--- src/hw/rtl/life_stencil_step_top_assert.svh ---
// ----------------------------------------------------------------------------
// life stencil step assertion macros
// shared property wrappers for the concurrent checks of the block
// ----------------------------------------------------------------------------
`ifndef LIFE_STENCIL_STEP_TOP_ASSERT_SVH
`define LIFE_STENCIL_STEP_TOP_ASSERT_SVH

// same-cycle implication, off during reset
`define LSST_ASSERT_IMP(label, clk, rst, ante, cons) \
  label: assert property (@(posedge clk) disable iff (rst) (ante) |-> (cons)) \
    else $error("lsst check failed");

// next-cycle implication, off during reset
`define LSST_ASSERT_NEXT(label, clk, rst, ante, cons) \
  label: assert property (@(posedge clk) disable iff (rst) (ante) |=> (cons)) \
    else $error("lsst check failed");

`endif

--- src/hw/rtl/lsst_pkg.sv ---
// ----------------------------------------------------------------------------
// lsst_pkg
// types, constants and helpers shared by the life stencil step block
// ----------------------------------------------------------------------------
package lsst_pkg;

  localparam int MAX_WIDTH   = 1024;
  localparam int MAX_HEIGHT  = 1024;
  localparam int COL_W       = $clog2(MAX_WIDTH);
  localparam int ROW_W       = $clog2(MAX_HEIGHT);
  localparam int SIZE_W      = 11;
  localparam int FLUSH_W     = $clog2(MAX_WIDTH + 2);
  localparam int MIN_SIZE    = 3;
  localparam int RESET_WIDTH  = 800;
  localparam int RESET_HEIGHT = 600;

  localparam int QUEUE_DEPTH = 4;
  localparam int QPTR_W      = $clog2(QUEUE_DEPTH);
  localparam int QCNT_W      = $clog2(QUEUE_DEPTH + 1);

  localparam int CFG_ADDR_W  = 3;
  localparam int CFG_DATA_W  = 32;

  typedef enum logic {
    REG_FRAME_WIDTH  = 1'b0,
    REG_FRAME_HEIGHT = 1'b1
  } reg_index_t;

  // window bit layout: three columns of three, oldest column in bits 2:0,
  // top row at bit 0 of each column
  localparam logic [8:0] COL_LEFT   = 9'h007;
  localparam logic [8:0] COL_RIGHT  = 9'h1c0;
  localparam logic [8:0] ROW_TOP    = 9'h049;
  localparam logic [8:0] ROW_BOTTOM = 9'h124;
  localparam int         CENTRE_BIT = 4;

  typedef struct packed {
    logic [COL_W-1:0] ic;
    logic             v;
    logic             use_shift;
    logic             emit;
    logic             edge_left;
    logic             edge_right;
    logic             edge_top;
    logic             edge_bottom;
    logic [COL_W-1:0] col;
    logic [ROW_W-1:0] row;
  } lsst_item_t;

  typedef struct packed {
    logic              full;
    logic [QCNT_W-1:0] count;
  } lsst_queue_status_t;

  function automatic logic [SIZE_W-1:0] clamp_size(logic [SIZE_W-1:0] v,
                                                   logic [SIZE_W-1:0] hi);
    logic [SIZE_W-1:0] r;
    if (v < SIZE_W'(MIN_SIZE)) begin
      r = SIZE_W'(MIN_SIZE);
    end else if (v > hi) begin
      r = hi;
    end else begin
      r = v;
    end
    return r;
  endfunction

  // B3/S23 on a masked window
  function automatic logic next_state(logic [8:0] win);
    logic [3:0] count;
    count = '0;
    for (int b = 0; b < 9; b++) begin
      if (b != CENTRE_BIT) begin
        count = count + {3'b000, win[b]};
      end
    end
    return (count == 4'd3) || ((count == 4'd2) && win[CENTRE_BIT]);
  endfunction

endpackage

--- src/hw/rtl/lsst_queue.sv ---
// ----------------------------------------------------------------------------
// lsst_queue
// short fifo of classified cell records between the front and back parts
// ----------------------------------------------------------------------------
module lsst_queue import lsst_pkg::*; (
  input  logic               clk,
  input  logic               rst,
  input  logic               push,
  input  lsst_item_t         push_item,
  input  logic               pop,
  output logic               pop_valid,
  output lsst_item_t         pop_item,
  output lsst_queue_status_t status
);

  lsst_item_t        slots [QUEUE_DEPTH];
  logic [QPTR_W-1:0] wr_ptr;
  logic [QPTR_W-1:0] rd_ptr;
  logic [QCNT_W-1:0] count;

  assign pop_valid    = count != '0;
  assign pop_item     = slots[rd_ptr];
  assign status.full  = count == QCNT_W'(QUEUE_DEPTH);
  assign status.count = count;

  always_ff @(posedge clk) begin
    if (push) begin
      slots[wr_ptr] <= push_item;
    end
  end

  always_ff @(posedge clk) begin
    if (rst) begin
      wr_ptr <= '0;
      rd_ptr <= '0;
      count  <= '0;
    end else begin
      if (push) begin
        wr_ptr <= wr_ptr + QPTR_W'(1);
      end
      if (pop) begin
        rd_ptr <= rd_ptr + QPTR_W'(1);
      end
      if (push && !pop) begin
        count <= count + QCNT_W'(1);
      end else if (pop && !push) begin
        count <= count - QCNT_W'(1);
      end
    end
  end

endmodule

--- config.mk ---
export PLATFORM = sky130hd
export DESIGN_NAME = lsst_queue
export DESIGN_NICKNAME = d
export VERILOG_FILES = /design/src/hw/rtl/life_stencil_step_top_assert.svh /design/src/hw/rtl/lsst_pkg.sv /design/src/hw/rtl/lsst_queue.sv
export SDC_FILE = /design/constraint.sdc
export NUM_CORES = 1
export LEC_CHECK = 0
export BUFFER_PORTS_ARGS = -buffer_cell sky130_fd_sc_hd__buf_2
export CAP_MARGIN = 20
export CORE_MARGIN = 1
export CORE_UTILIZATION = 45
export CTS_BUF_LIST = sky130_fd_sc_hd__clkbuf_8
export DETAILED_ROUTE_END_ITERATION = 12
export PLACE_DENSITY = 0.65
export SYNTH_ARGS = -nofsm -noshare
export SYNTH_HDL_FRONTEND = slang
export SYNTH_SLANG_ARGS = --single-unit
--- constraint.sdc ---
create_clock -name clk -period 2.6 [get_ports clk]
set_input_delay 0.39 -clock clk [delete_from_list [all_inputs] [get_ports clk]]
set_output_delay 0.39 -clock clk [all_outputs]
set_load 0.03 [all_outputs]
==> reports/results.tsv <==
metric	value	unit
post_cts_buffers	0	
cts_buffers	17	
die-area	13400	um^2
insertion_delay	0.43	ns
drtAntennaViolNets	0	
grt_antenna_before_repair	1	
holdCritPathClass	input port to register	
worstHoldPathCells	1	
io_pins	83	
finalHoldViolations	0	
hp-start	push_item[27]	
synth_warnings	0	
synth.most_common_cell	edfxtp_1	
yosysTopAreaCellShare	76.3	%
ys_seq_area_share	79.4	%
worstSetupStartpointType	register	
fp.dieH	116	um
ys_ff_latch	157	
synthArstFlopShare	0	%
relSlewSlack	69.1	%
grt_pass1_vias	2727	
vdd_drop_max	0.445	mV
drt_wl_total	9440	um
power_leakage	2.38	nW
die_w	116	um
reg2reg_from	wr_ptr[0]	
placed_area	6490	um^2
drc	0	
worst_r2r_endpoint	slots[2][18]	
fin_tns_setup	0	ns
rrSetupSlack	1.01	ns
detailroute.via_count	2577	
powerDensity	787	nW/um^2
globalplace.congestion	0.644	
cts.path.max_buffers	2	
syn_inst	237	
drt-vias-per-instance	4.94	
syn2layout_area_growth	18.2	%
drive_gt1_share	43.8	%
fin_crit	2.25	ns
core_region_area	12600	um^2
syn-num-nets	284	
tightestPinTransition	0.463	ns
grt_max_degree	33	
rsz0062_at_grt	false	
synth_edf_count	148	
synthFlopType	edfxtp_1	
cts.htree.levels	4	
port_buffers	82	
drt_iter0_drc	139	
post-route-period-util	86.5	%
grt_overflow	0	
status	finished, final reports clean	
yosysUniqueCellTypes	22	
grt_pass1_wl	14400	um
critPathArrivalTime	1.86	ns
slew_viol_final	0	
setup_viol_count_final	0	
initial_core_util	46.2	%
cts_root_buf	clkbuf_8	
end_kind	output pin	
grt.total_usage	15.6	%
maxCapViolCount	0	
hold_end	slots[1][27]	
synth_commonest_cells	edfxtp_1, mux4_2, dfxtp_1	
nNetsFinal	383	
ctsResizeCount	0	
drtPass1Iterations	4	
synth_area_per_cell	24.6	um^2
rows	41	
ys_top_cells_by_area	edfxtp_1, mux4_2, mux4_1, dfxtp_1, ha_1	
max_freq	444	MHz
cp_data_required_time	2.21	ns
reg2regPathDepth	4	
post-route-cell-area	6890	um^2
crit_type	register to output pin	
synthesis.area	5830	um^2
clk_pin_slew	0.08	ns
fin_skew	0.00764	ns
dp_hpwl	5740	um
cts_tree	yes	
cp_max_fo	28	
cts_hold_buf	0	
routedWlPerCell	18.1	um
cts_sinks	157	
yosys.area.top_type	edfxtp_1	
[how the worst max path moves through the flow]
stage	depth (start not counted)	end
6_report	3	pop_item[35]
5_1_grt	3	pop_item[35]
3_3_place_gp	7	count[2]
4_1_cts	3	pop_item[35]
3_5_place_dp	7	count[2]
2_1_floorplan	3	slots[2][0]
[layout by cell type (no fill, tap or decap)]
cell	netlist	routed
a21oi_1	1	1
and2_2	0	4
buf_12	3	6
buf_2	3	82
buf_4	0	1
bufinv_16	0	3
clkbuf_8	0	17
clkinv_2	0	4
clkinv_4	0	1
clkinvlp_4	0	2
dfxtp_1	9	7
dfxtp_2	0	2
diode_2	0	1
edfxtp_1	148	148
fa_1	1	1
ha_1	5	5
inv_1	4	8
inv_6	0	1
mux2i_1	2	2
mux4_1	7	7
mux4_2	30	30
nand2_1	1	1
nor2_1	7	7
nor3b_1	1	1
o21ai_0	1	1
or3_1	2	2
xnor2_1	2	2
xor2_1	3	3
[worst max-delay path, cell delays in order (launching register included)]
cell     delay, ns
dfxtp_2       0.36
buf_12        0.26
mux4_1        0.61
buf_2         0.20
[logic make-up (layout without fill, tap and decap cells)]
| group | after synthesis | after routing | share of synthesized area, % |
|---|---|---|---|
| compound gates | 2 | 2 | 0.172 |
| xor+xnor | 5 | 5 | 0.752 |
| fa+ha+maj | 6 | 6 | 1.42 |
| buf+inv | 13 | 125 | 1.89 |
| flops | 157 | 157 | 79.4 |
| mux | 39 | 39 | 15.1 |
| other cells | 0 | 1 | 0 |
| simple gates | 15 | 15 | 1.29 |
[layout make-up]
type                    instances  area [um^2]
clock inverters                15          158
well taps                     172          215
clock buffers                  17          234
repair buffers                 89          538
fillers                      1024         5730
flip-flops and latches        157         4630
inverters                       4         15.0
diodes                          1         2.50
multi-input cells              67         1100
[state kept, by name, indices dropped and copies added (netlist names), named ones only]
| signal | count |
|---|---|
| wr_ptr | 2 |
| count | 3 |
| slots | 148 |
| rd_ptr | 2 |
[power breakdown]
group	leakage [nW]	switching (W)	internal [W]
combinational	0.738	0.000444	0.000274
sequential	1.43	0.0000455	0.00290
clock	0.211	0.000829	0.000931
[metal layers]
metal / routed length [um] / part of all wire [%] / GRT usage, %
met1: 4080 / 43 / 19.0
met3: 502 / 5.3 / 5.07
met5: 0 / 0 / 0
met4: 137 / 1.5 / 6.92
met2: 4720 / 50 / 25.5
[metrics by stage]
stage               utilization [%]  hold slack, ns  power [W]  instances  setup slack [ns]
floorplan                         -           0.485    0.00350        237             0.759
global placement               51.4           0.494    0.00372        489             0.788
detailed placement             51.4           0.510    0.00373        489             0.726
CTS                            54.5           0.128    0.00550        521             0.289
global route                   54.5           0.132    0.00567        521             0.260
finish                         54.6           0.168    0.00542        522             0.350
Power figures use the tool's default switching activity.
