`src/hw/rtl/life_stencil_step_top_assert.svh`:
```
// ----------------------------------------------------------------------------
// life stencil step assertion macros
// shared property wrappers for the concurrent checks of the block
// ----------------------------------------------------------------------------
`ifndef LIFE_STENCIL_STEP_TOP_ASSERT_SVH
`define LIFE_STENCIL_STEP_TOP_ASSERT_SVH

// same-cycle implication, off during reset
`define LSST_ASSERT_IMP(label, clk, rst, ante, cons) \
  label: assert property (@(posedge clk) disable iff (rst) (ante) |-> (cons)) \
    else $error("lsst check failed");

// next-cycle implication, off during reset
`define LSST_ASSERT_NEXT(label, clk, rst, ante, cons) \
  label: assert property (@(posedge clk) disable iff (rst) (ante) |=> (cons)) \
    else $error("lsst check failed");

`endif

```
`src/hw/rtl/lsst_pkg.sv`:
```
// ----------------------------------------------------------------------------
// lsst_pkg
// types, constants and helpers shared by the life stencil step block
// ----------------------------------------------------------------------------
package lsst_pkg;

  localparam int MAX_WIDTH   = 1024;
  localparam int MAX_HEIGHT  = 1024;
  localparam int COL_W       = $clog2(MAX_WIDTH);
  localparam int ROW_W       = $clog2(MAX_HEIGHT);
  localparam int SIZE_W      = 11;
  localparam int FLUSH_W     = $clog2(MAX_WIDTH + 2);
  localparam int MIN_SIZE    = 3;
  localparam int RESET_WIDTH  = 800;
  localparam int RESET_HEIGHT = 600;

  localparam int QUEUE_DEPTH = 4;
  localparam int QPTR_W      = $clog2(QUEUE_DEPTH);
  localparam int QCNT_W      = $clog2(QUEUE_DEPTH + 1);

  localparam int CFG_ADDR_W  = 3;
  localparam int CFG_DATA_W  = 32;

  typedef enum logic {
    REG_FRAME_WIDTH  = 1'b0,
    REG_FRAME_HEIGHT = 1'b1
  } reg_index_t;

  // window bit layout: three columns of three, oldest column in bits 2:0,
  // top row at bit 0 of each column
  localparam logic [8:0] COL_LEFT   = 9'h007;
  localparam logic [8:0] COL_RIGHT  = 9'h1c0;
  localparam logic [8:0] ROW_TOP    = 9'h049;
  localparam logic [8:0] ROW_BOTTOM = 9'h124;
  localparam int         CENTRE_BIT = 4;

  typedef struct packed {
    logic [COL_W-1:0] ic;
    logic             v;
    logic             use_shift;
    logic             emit;
    logic             edge_left;
    logic             edge_right;
    logic             edge_top;
    logic             edge_bottom;
    logic [COL_W-1:0] col;
    logic [ROW_W-1:0] row;
  } lsst_item_t;

  typedef struct packed {
    logic              full;
    logic [QCNT_W-1:0] count;
  } lsst_queue_status_t;

  function automatic logic [SIZE_W-1:0] clamp_size(logic [SIZE_W-1:0] v,
                                                   logic [SIZE_W-1:0] hi);
    logic [SIZE_W-1:0] r;
    if (v < SIZE_W'(MIN_SIZE)) begin
      r = SIZE_W'(MIN_SIZE);
    end else if (v > hi) begin
      r = hi;
    end else begin
      r = v;
    end
    return r;
  endfunction

  // B3/S23 on a masked window
  function automatic logic next_state(logic [8:0] win);
    logic [3:0] count;
    count = '0;
    for (int b = 0; b < 9; b++) begin
      if (b != CENTRE_BIT) begin
        count = count + {3'b000, win[b]};
      end
    end
    return (count == 4'd3) || ((count == 4'd2) && win[CENTRE_BIT]);
  endfunction

endpackage

```
`src/hw/rtl/lsst_if.sv`:
```
// ----------------------------------------------------------------------------
// lsst channel interfaces
// valid/ready channels for cells in and results out
// ----------------------------------------------------------------------------
interface lsst_in_if;
  logic valid;
  logic ready;
  logic cell_alive;
  logic pad;

  modport source (output valid, output cell_alive, output pad, input ready);
  modport sink   (input valid, input cell_alive, input pad, output ready);
endinterface


```
`src/hw/rtl/lsst_front.sv`:
```
// ----------------------------------------------------------------------------
// lsst_front
// takes cells in raster order, tracks input and result positions and flush
// ----------------------------------------------------------------------------
module lsst_front import lsst_pkg::*; (
  input  logic               clk,
  input  logic               rst,
  lsst_in_if.sink            cell_in,
  input  logic [SIZE_W-1:0]  width,
  input  logic [SIZE_W-1:0]  height,
  input  logic               restart,
  input  lsst_queue_status_t q_status,
  output logic               push,
  output lsst_item_t         push_item
);

  logic [COL_W-1:0]   in_col, in_col_next;
  logic [ROW_W-1:0]   in_row, in_row_next;
  logic [COL_W-1:0]   emit_col, emit_col_next;
  logic [ROW_W-1:0]   emit_row, emit_row_next;
  logic [FLUSH_W-1:0] flush_left, flush_left_next;

  logic flushing;
  logic col_end;
  logic row_end;
  logic ecol_end;
  logic erow_end;
  logic emit;
  logic take;

  assign flushing = flush_left != '0;
  assign col_end  = (SIZE_W'(in_col) + SIZE_W'(1)) >= width;
  assign row_end  = (SIZE_W'(in_row) + SIZE_W'(1)) >= height;
  assign ecol_end = (SIZE_W'(emit_col) + SIZE_W'(1)) >= width;
  assign erow_end = (SIZE_W'(emit_row) + SIZE_W'(1)) >= height;
  assign emit     = flushing || (in_row >= ROW_W'(2)) ||
                    ((in_row == ROW_W'(1)) && (in_col != '0));

  assign cell_in.ready = !q_status.full;
  // a pad outside a flush is taken and dropped
  assign take = cell_in.valid && cell_in.ready && (flushing || !cell_in.pad);
  assign push = take;

  always_comb begin
    push_item.ic          = in_col;
    push_item.v           = flushing ? 1'b0 : cell_in.cell_alive;
    push_item.use_shift   = in_col == '0;
    push_item.emit        = emit;
    push_item.edge_left   = emit_col == '0;
    push_item.edge_right  = ecol_end;
    push_item.edge_top    = emit_row == '0;
    push_item.edge_bottom = erow_end;
    push_item.col         = emit_col;
    push_item.row         = emit_row;
  end

  always_comb begin
    in_col_next     = in_col;
    in_row_next     = in_row;
    emit_col_next   = emit_col;
    emit_row_next   = emit_row;
    flush_left_next = flush_left;
    if (restart) begin
      in_col_next     = '0;
      in_row_next     = '0;
      emit_col_next   = '0;
      emit_row_next   = '0;
      flush_left_next = '0;
    end else if (take) begin
      in_col_next = col_end ? '0 : in_col + COL_W'(1);
      if (!flushing) begin
        if (col_end) begin
          if (row_end) begin
            in_row_next     = '0;
            flush_left_next = FLUSH_W'(width) + FLUSH_W'(1);
          end else begin
            in_row_next = in_row + ROW_W'(1);
          end
        end
      end else begin
        flush_left_next = flush_left - FLUSH_W'(1);
      end
      if (emit) begin
        if (ecol_end) begin
          emit_col_next = '0;
          emit_row_next = erow_end ? '0 : emit_row + ROW_W'(1);
        end else begin
          emit_col_next = emit_col + COL_W'(1);
        end
      end
      // end of flush starts a new frame
      if (flushing && (flush_left == FLUSH_W'(1))) begin
        in_col_next   = '0;
        in_row_next   = '0;
        emit_col_next = '0;
        emit_row_next = '0;
      end
    end
  end

  always_ff @(posedge clk) begin
    if (rst) begin
      in_col     <= '0;
      in_row     <= '0;
      emit_col   <= '0;
      emit_row   <= '0;
      flush_left <= '0;
    end else begin
      in_col     <= in_col_next;
      in_row     <= in_row_next;
      emit_col   <= emit_col_next;
      emit_row   <= emit_row_next;
      flush_left <= flush_left_next;
    end
  end

endmodule

```
`src/flat_wrapper.sv`:
```
// flat-port wrapper written by rule: the top's interface ports become plain ports
module lsst_front_flat import lsst_pkg::*;
  (clk, rst, width, height, restart, q_status, push, push_item, cell_in_valid, cell_in_cell_alive, cell_in_pad, cell_in_ready);
  lsst_in_if cell_in_i ();
  input  logic clk;
  input  logic rst;
  input  logic [SIZE_W-1:0] width;
  input  logic [SIZE_W-1:0] height;
  input  logic restart;
  input  lsst_queue_status_t q_status;
  output logic push;
  output lsst_item_t push_item;
  input wire logic [$bits(cell_in_i.valid)-1:0] cell_in_valid;
  input wire logic [$bits(cell_in_i.cell_alive)-1:0] cell_in_cell_alive;
  input wire logic [$bits(cell_in_i.pad)-1:0] cell_in_pad;
  output wire logic [$bits(cell_in_i.ready)-1:0] cell_in_ready;
  assign cell_in_i.valid = cell_in_valid;
  assign cell_in_i.cell_alive = cell_in_cell_alive;
  assign cell_in_i.pad = cell_in_pad;
  assign cell_in_ready = cell_in_i.ready;
  lsst_front u_core (.clk(clk), .rst(rst), .cell_in(cell_in_i), .width(width), .height(height), .restart(restart), .q_status(q_status), .push(push), .push_item(push_item));
endmodule
```
`config.mk`:
```
export PLATFORM = sky130hd
export DESIGN_NAME = lsst_front_flat
export DESIGN_NICKNAME = d
export VERILOG_FILES = /design/src/hw/rtl/life_stencil_step_top_assert.svh /design/src/hw/rtl/lsst_pkg.sv /design/src/hw/rtl/lsst_if.sv /design/src/hw/rtl/lsst_front.sv /design/src/flat_wrapper.sv
export SDC_FILE = /design/constraint.sdc
export NUM_CORES = 1
export LEC_CHECK = 0
export BUFFER_PORTS_ARGS = -buffer_cell sky130_fd_sc_hd__clkbuf_2
export CORE_MARGIN = 4
export CORE_UTILIZATION = 31
export CTS_CLUSTER_DIAMETER = 50
export CTS_CLUSTER_SIZE = 28
export DETAILED_ROUTE_END_ITERATION = 8
export SLEW_MARGIN = 30
export SYNTH_ARGS = -nofsm -noshare
export SYNTH_HDL_FRONTEND = slang
export SYNTH_SLANG_ARGS = --single-unit
```
`constraint.sdc`:
```
create_clock -name clk -period 3.96 [get_ports clk]
set_input_delay 0.594 -clock clk [delete_from_list [all_inputs] [get_ports clk]]
set_output_delay 0.594 -clock clk [all_outputs]
set_load 0.02 [all_outputs]
```
==> impl_results.html <==
<table>
<tr><th>Metric</th><th>Value</th></tr>
<tr><th colspan="2">Status</th></tr>
<tr><td>Status</td><td>finished clean</td></tr>
<tr><th colspan="2">Logic synthesis</th></tr>
<tr><td>Leading post-synthesis cells by cell area</td><td>dfxtp_1, ha_1, nor2_1</td></tr>
<tr><td>Proportion of register bits with asynchronous set or reset after synthesis</td><td>0%</td></tr>
<tr><td>Post-synthesis sequential element count</td><td>51</td></tr>
<tr><td>Area share of the largest cell type after synthesis</td><td>23.3%</td></tr>
<tr><td>Count of mapped cells out of synthesis</td><td>562</td></tr>
<tr><td>Post-synthesis instance area</td><td>4380 µm²</td></tr>
<tr><td>Sequential area share after synthesis</td><td>23.3%</td></tr>
<tr><td>Synthesized net count</td><td>650</td></tr>
<tr><td>Number of library cell types mapped by synthesis</td><td>59</td></tr>
<tr><td>Flip-flop cell with the highest count after synthesis</td><td>dfxtp_1</td></tr>
<tr><td>Library cell with the largest summed area after synthesis</td><td>dfxtp_1</td></tr>
<tr><td>Mean instance size in the synthesized netlist</td><td>7.79 µm²</td></tr>
<tr><td>EDFF count, synth</td><td>0</td></tr>
<tr><td>Synthesis warning total</td><td>0</td></tr>
<tr><th colspan="2">STA</th></tr>
<tr><td>Final count of hold timing violations</td><td>0</td></tr>
<tr><td>Post-layout min period</td><td>3.71 ns</td></tr>
<tr><td>F_max</td><td>270 MHz</td></tr>
<tr><td>Final slew viol count</td><td>0</td></tr>
<tr><td>Relative slew slack</td><td>42.1%</td></tr>
<tr><td>Post-Route Setup TNS</td><td>0 ns</td></tr>
<tr><td>Final setup violation count</td><td>0</td></tr>
<tr><td>RSZ-0062 raised after global routing</td><td>no</td></tr>
<tr><td>Least-Margin Pin Slew</td><td>0.868 ns</td></tr>
<tr><td>Worst clock skew on the final layout</td><td>0.00718 ns</td></tr>
<tr><td>Worst Slack Setup Final</td><td>0.251 ns</td></tr>
<tr><td>Post-route clock period utilization</td><td>93.7%</td></tr>
<tr><th colspan="2">Global routing</th></tr>
<tr><td>Overflow left after global routing</td><td>0</td></tr>
<tr><td>Maximum number of pins on one net before global-route repair</td><td>41</td></tr>
<tr><td>Wire length of the first global-routing pass</td><td>20.3 mm</td></tr>
<tr><td>Via count of the first global-routing pass</td><td>4,246</td></tr>
<tr><td>GRT Util Overall</td><td>15.1%</td></tr>
<tr><td>Antenna violations before repair</td><td>0</td></tr>
<tr><th colspan="2">Layout</th></tr>
<tr><td>Filler instances</td><td>1,456</td></tr>
<tr><td>Area delta synth-&gt;final</td><td>16.3%</td></tr>
<tr><td>Ant diodes</td><td>0</td></tr>
<tr><td>Number of nets in the finished design</td><td>713</td></tr>
<tr><td>Share of final-layout standard cells stronger than drive strength 1</td><td>15.7%</td></tr>
<tr><th colspan="2">Power</th></tr>
<tr><td>Register share of total power</td><td>45.2%</td></tr>
<tr><td>Switching Power</td><td>270 µW</td></tr>
<tr><td>Clock power share</td><td>45.8%</td></tr>
<tr><td>Overall power</td><td>1.14 mW</td></tr>
<tr><td>Pwr dens</td><td>223 nW/µm²</td></tr>
<tr><td>Sw frac</td><td>23.8%</td></tr>
<tr><td>Cell internal pwr</td><td>865 µW</td></tr>
<tr><td>Leak pwr</td><td>2.47 nW</td></tr>
<tr><td>Peak supply drop</td><td>0.000132 V</td></tr>
<tr><td>Combinational fraction of design power</td><td>9.0%</td></tr>
<tr><th colspan="2">Detailed routing</th></tr>
<tr><td>First-pass detailed-route iteration total</td><td>4</td></tr>
<tr><td>Post-DRT Antenna Nets</td><td>0</td></tr>
<tr><td>Drt drc</td><td>0</td></tr>
<tr><td>Wire length after detailed routing</td><td>12.2 mm</td></tr>
<tr><td>DRC violation total after the first TritonRoute iteration</td><td>278</td></tr>
<tr><td>Number of vias per cell after detailed routing</td><td>5.30</td></tr>
<tr><td>Wirelength per Cell</td><td>15.1 µm</td></tr>
<tr><td>Detailed-route via count</td><td>4,271</td></tr>
<tr><th colspan="2">Placed design</th></tr>
<tr><td>Worst setup timing slack at the placement stage</td><td>0.319 ns</td></tr>
<tr><td>GP Congestion</td><td>0.891</td></tr>
<tr><td>Count of buffers inserted at the top-level ports</td><td>67</td></tr>
<tr><td>Dpl hpwl</td><td>9.56 mm</td></tr>
<tr><th colspan="2">Floorplan</th></tr>
<tr><td>Die area</td><td>16,100 µm²</td></tr>
<tr><td>Horizontal die dimension</td><td>127 µm</td></tr>
<tr><td>Top-level port count</td><td>71</td></tr>
<tr><td>Core outline area</td><td>13,900 µm²</td></tr>
<tr><td>Floorplan row count</td><td>43</td></tr>
<tr><td>Initial standard-cell utilization of the core</td><td>31.5%</td></tr>
<tr><td>Vert. Die Dim</td><td>127 µm</td></tr>
<tr><th colspan="2">Worst setup path</th></tr>
<tr><td>Critical Path End Type</td><td>output pin</td></tr>
<tr><td>Capture point of the critical path</td><td>push_item[20]</td></tr>
<tr><td>Beginning of the critical path</td><td>u_core.emit_row[0]</td></tr>
<tr><td>Beginning of the worst register-to-register path</td><td>u_core.in_col[0]</td></tr>
<tr><td>Required time at the endpoint of the critical path</td><td>3.37 ns</td></tr>
<tr><td>CP arrival</td><td>3.12 ns</td></tr>
<tr><td>Critical path peak fanout</td><td>7</td></tr>
<tr><td>RR Endpoint</td><td>u_core.flush_left[5]</td></tr>
<tr><td>R2R cell count</td><td>13</td></tr>
<tr><td>CP Launch Type</td><td>flop</td></tr>
<tr><td>WS Path Type</td><td>reg2out</td></tr>
<tr><td>Reg-to-reg slack, setup</td><td>0.42 ns</td></tr>
<tr><th colspan="2">Hold path</th></tr>
<tr><td>Class of the worst hold path</td><td>reg2reg</td></tr>
<tr><th colspan="2">Job</th></tr>
<tr><td>Max-cap violations</td><td>0</td></tr>
<tr><th colspan="2">Clock tree</th></tr>
<tr><td>TritonCTS buffer count</td><td>5</td></tr>
<tr><td>Skew-Pair Late Insertion Delay</td><td>0.30 ns</td></tr>
<tr><td>Largest buffer count on any clock path</td><td>2</td></tr>
<tr><td>Number of buffers inserted by hold repair at cts</td><td>0</td></tr>
<tr><td>Clock transition at the registers of the reported paths</td><td>0.07 ns</td></tr>
<tr><td>Buffer cell driving the clock tree root</td><td>clkbuf_16</td></tr>
<tr><td>Number of sinks on the clock net</td><td>51</td></tr>
<tr><td>Clock tree from TritonCTS</td><td>yes</td></tr>
<tr><td>H-tree levels</td><td>2</td></tr>
</table>
==> layer usage <==
layer  wire length [µm]  vias to the layer above  track usage, %
met1               5830                     1981            20.8
met5                  0                        -               0
li1                   -                     2175               -
met4                231                        0            3.85
met3                597                       18            2.53
met2               5540                       97            24.4
==> cell type report <==
cell class	instances	area [µm²]	share of cell area, %
clock buffers	6	139	2.73
clock inverters	2	35.0	0.688
inverters	41	154	3.02
multi-input cells	450	3120	61.2
flip-flops and latches	51	1020	20.0
well taps	180	225	4.42
repair buffers	76	403	7.91
==> worst max-delay path: stages, from the launching register on <==
cell	delay, ns
dfxtp_1	0.36
ha_1	0.28
and3_1	0.21
and3_1	0.23
and3_1	0.25
and3_1	0.20
ha_1	0.31
nand3_1	0.10
or4_1	0.55
nand4_1	0.13
clkbuf_2	0.18
==> power by group through the flow <==
stage / combinational (mW) / clock (mW) / sequential, mW
floorplan: 0.0611 / 0 / 0.525
global placement: 0.0993 / 0 / 0.525
detailed placement: 0.103 / 0 / 0.525
CTS: 0.103 / 0.536 / 0.513
global route: 0.117 / 0.550 / 0.513
finish: 0.102 / 0.520 / 0.513
==> cell usage after synthesis, types with 6 or more instances <==
library cell  number
nor2_1            55
nand3b_1           8
nand3_1           33
nand4_1            9
nand2b_1           6
inv_1             40
o211ai_1          12
nor3_1            16
dfxtp_1           51
o21ai_0           32
nand2_1           35
xor2_1            21
ha_1              56
a22oi_1            7
and3_1            20
nor4_1            10
o311a_1            6
a21oi_1           33
a21o_1             8
clkbuf_1          13
xnor2_1           18
==> flip-flops by register name (all words and copies together), names as in the netlist <==
register and count:
u_core.emit_col 10, u_core.emit_row 10, u_core.flush_left 11, u_core.in_col 10
u_core.in_row 10
==> cell usage in the layout (no fill, tap or decap), drive strengths merged, types with 11 or more instances in the layout <==
cell | Yosys | final
nor4 | 11 | 11
nor2 | 55 | 55
inv | 40 | 40
ha | 56 | 56
dfxtp | 51 | 51
and3 | 20 | 20
xnor2 | 18 | 18
nor3 | 17 | 17
nand2 | 35 | 35
o21ai | 34 | 34
nand3 | 34 | 34
clkbuf | 13 | 73
xor2 | 21 | 21
a21oi | 33 | 33
o211ai | 12 | 12
==> cell families (layout without fill, tap and decap cells) <==
logic type	count (synthesis)	in the layout	share of synthesized area, %
adder cells (fa/ha/maj)	56	56	16.0
AND/OR/NAND/NOR	220	220	26.5
buffers and inverters	61	125	5.72
multiplexers	3	3	0.686
AO/OA/AOI/OAI	132	132	20.0
flip-flops	51	51	23.3
XOR/XNOR	39	39	7.80
==> worst min path at each step <==
stage / depth (start not counted) / start / slack (ns) / to
final: 2 / u_core.flush_left[10] / 0.48 / u_core.flush_left[10]
after floorplan: 2 / u_core.flush_left[1] / 0.45 / u_core.flush_left[1]
after global placement: 2 / u_core.flush_left[1] / 0.47 / u_core.flush_left[1]
after CTS: 2 / u_core.flush_left[10] / 0.48 / u_core.flush_left[10]
after global routing: 2 / u_core.flush_left[10] / 0.51 / u_core.flush_left[10]
after detailed placement: 2 / u_core.flush_left[10] / 0.47 / u_core.flush_left[10]
==> stage by stage <==
step                      cells  area [µm²]  util [%]  hold WS [ns]
after floorplan             562        4380         -         0.452
after global placement      797        4900      35.3         0.467
after detailed placement    797        4900      35.3         0.469
after CTS                   805        5080      36.6         0.481
after global routing        806        5090      36.7         0.513
final                       806        5090      36.7         0.482
==> repair_timing <==
item	in CTS	in global routing
resized for setup	0	2
buffers inserted	0	1
setup endpoints to repair	0	9
(Power assumes the default switching activity.)
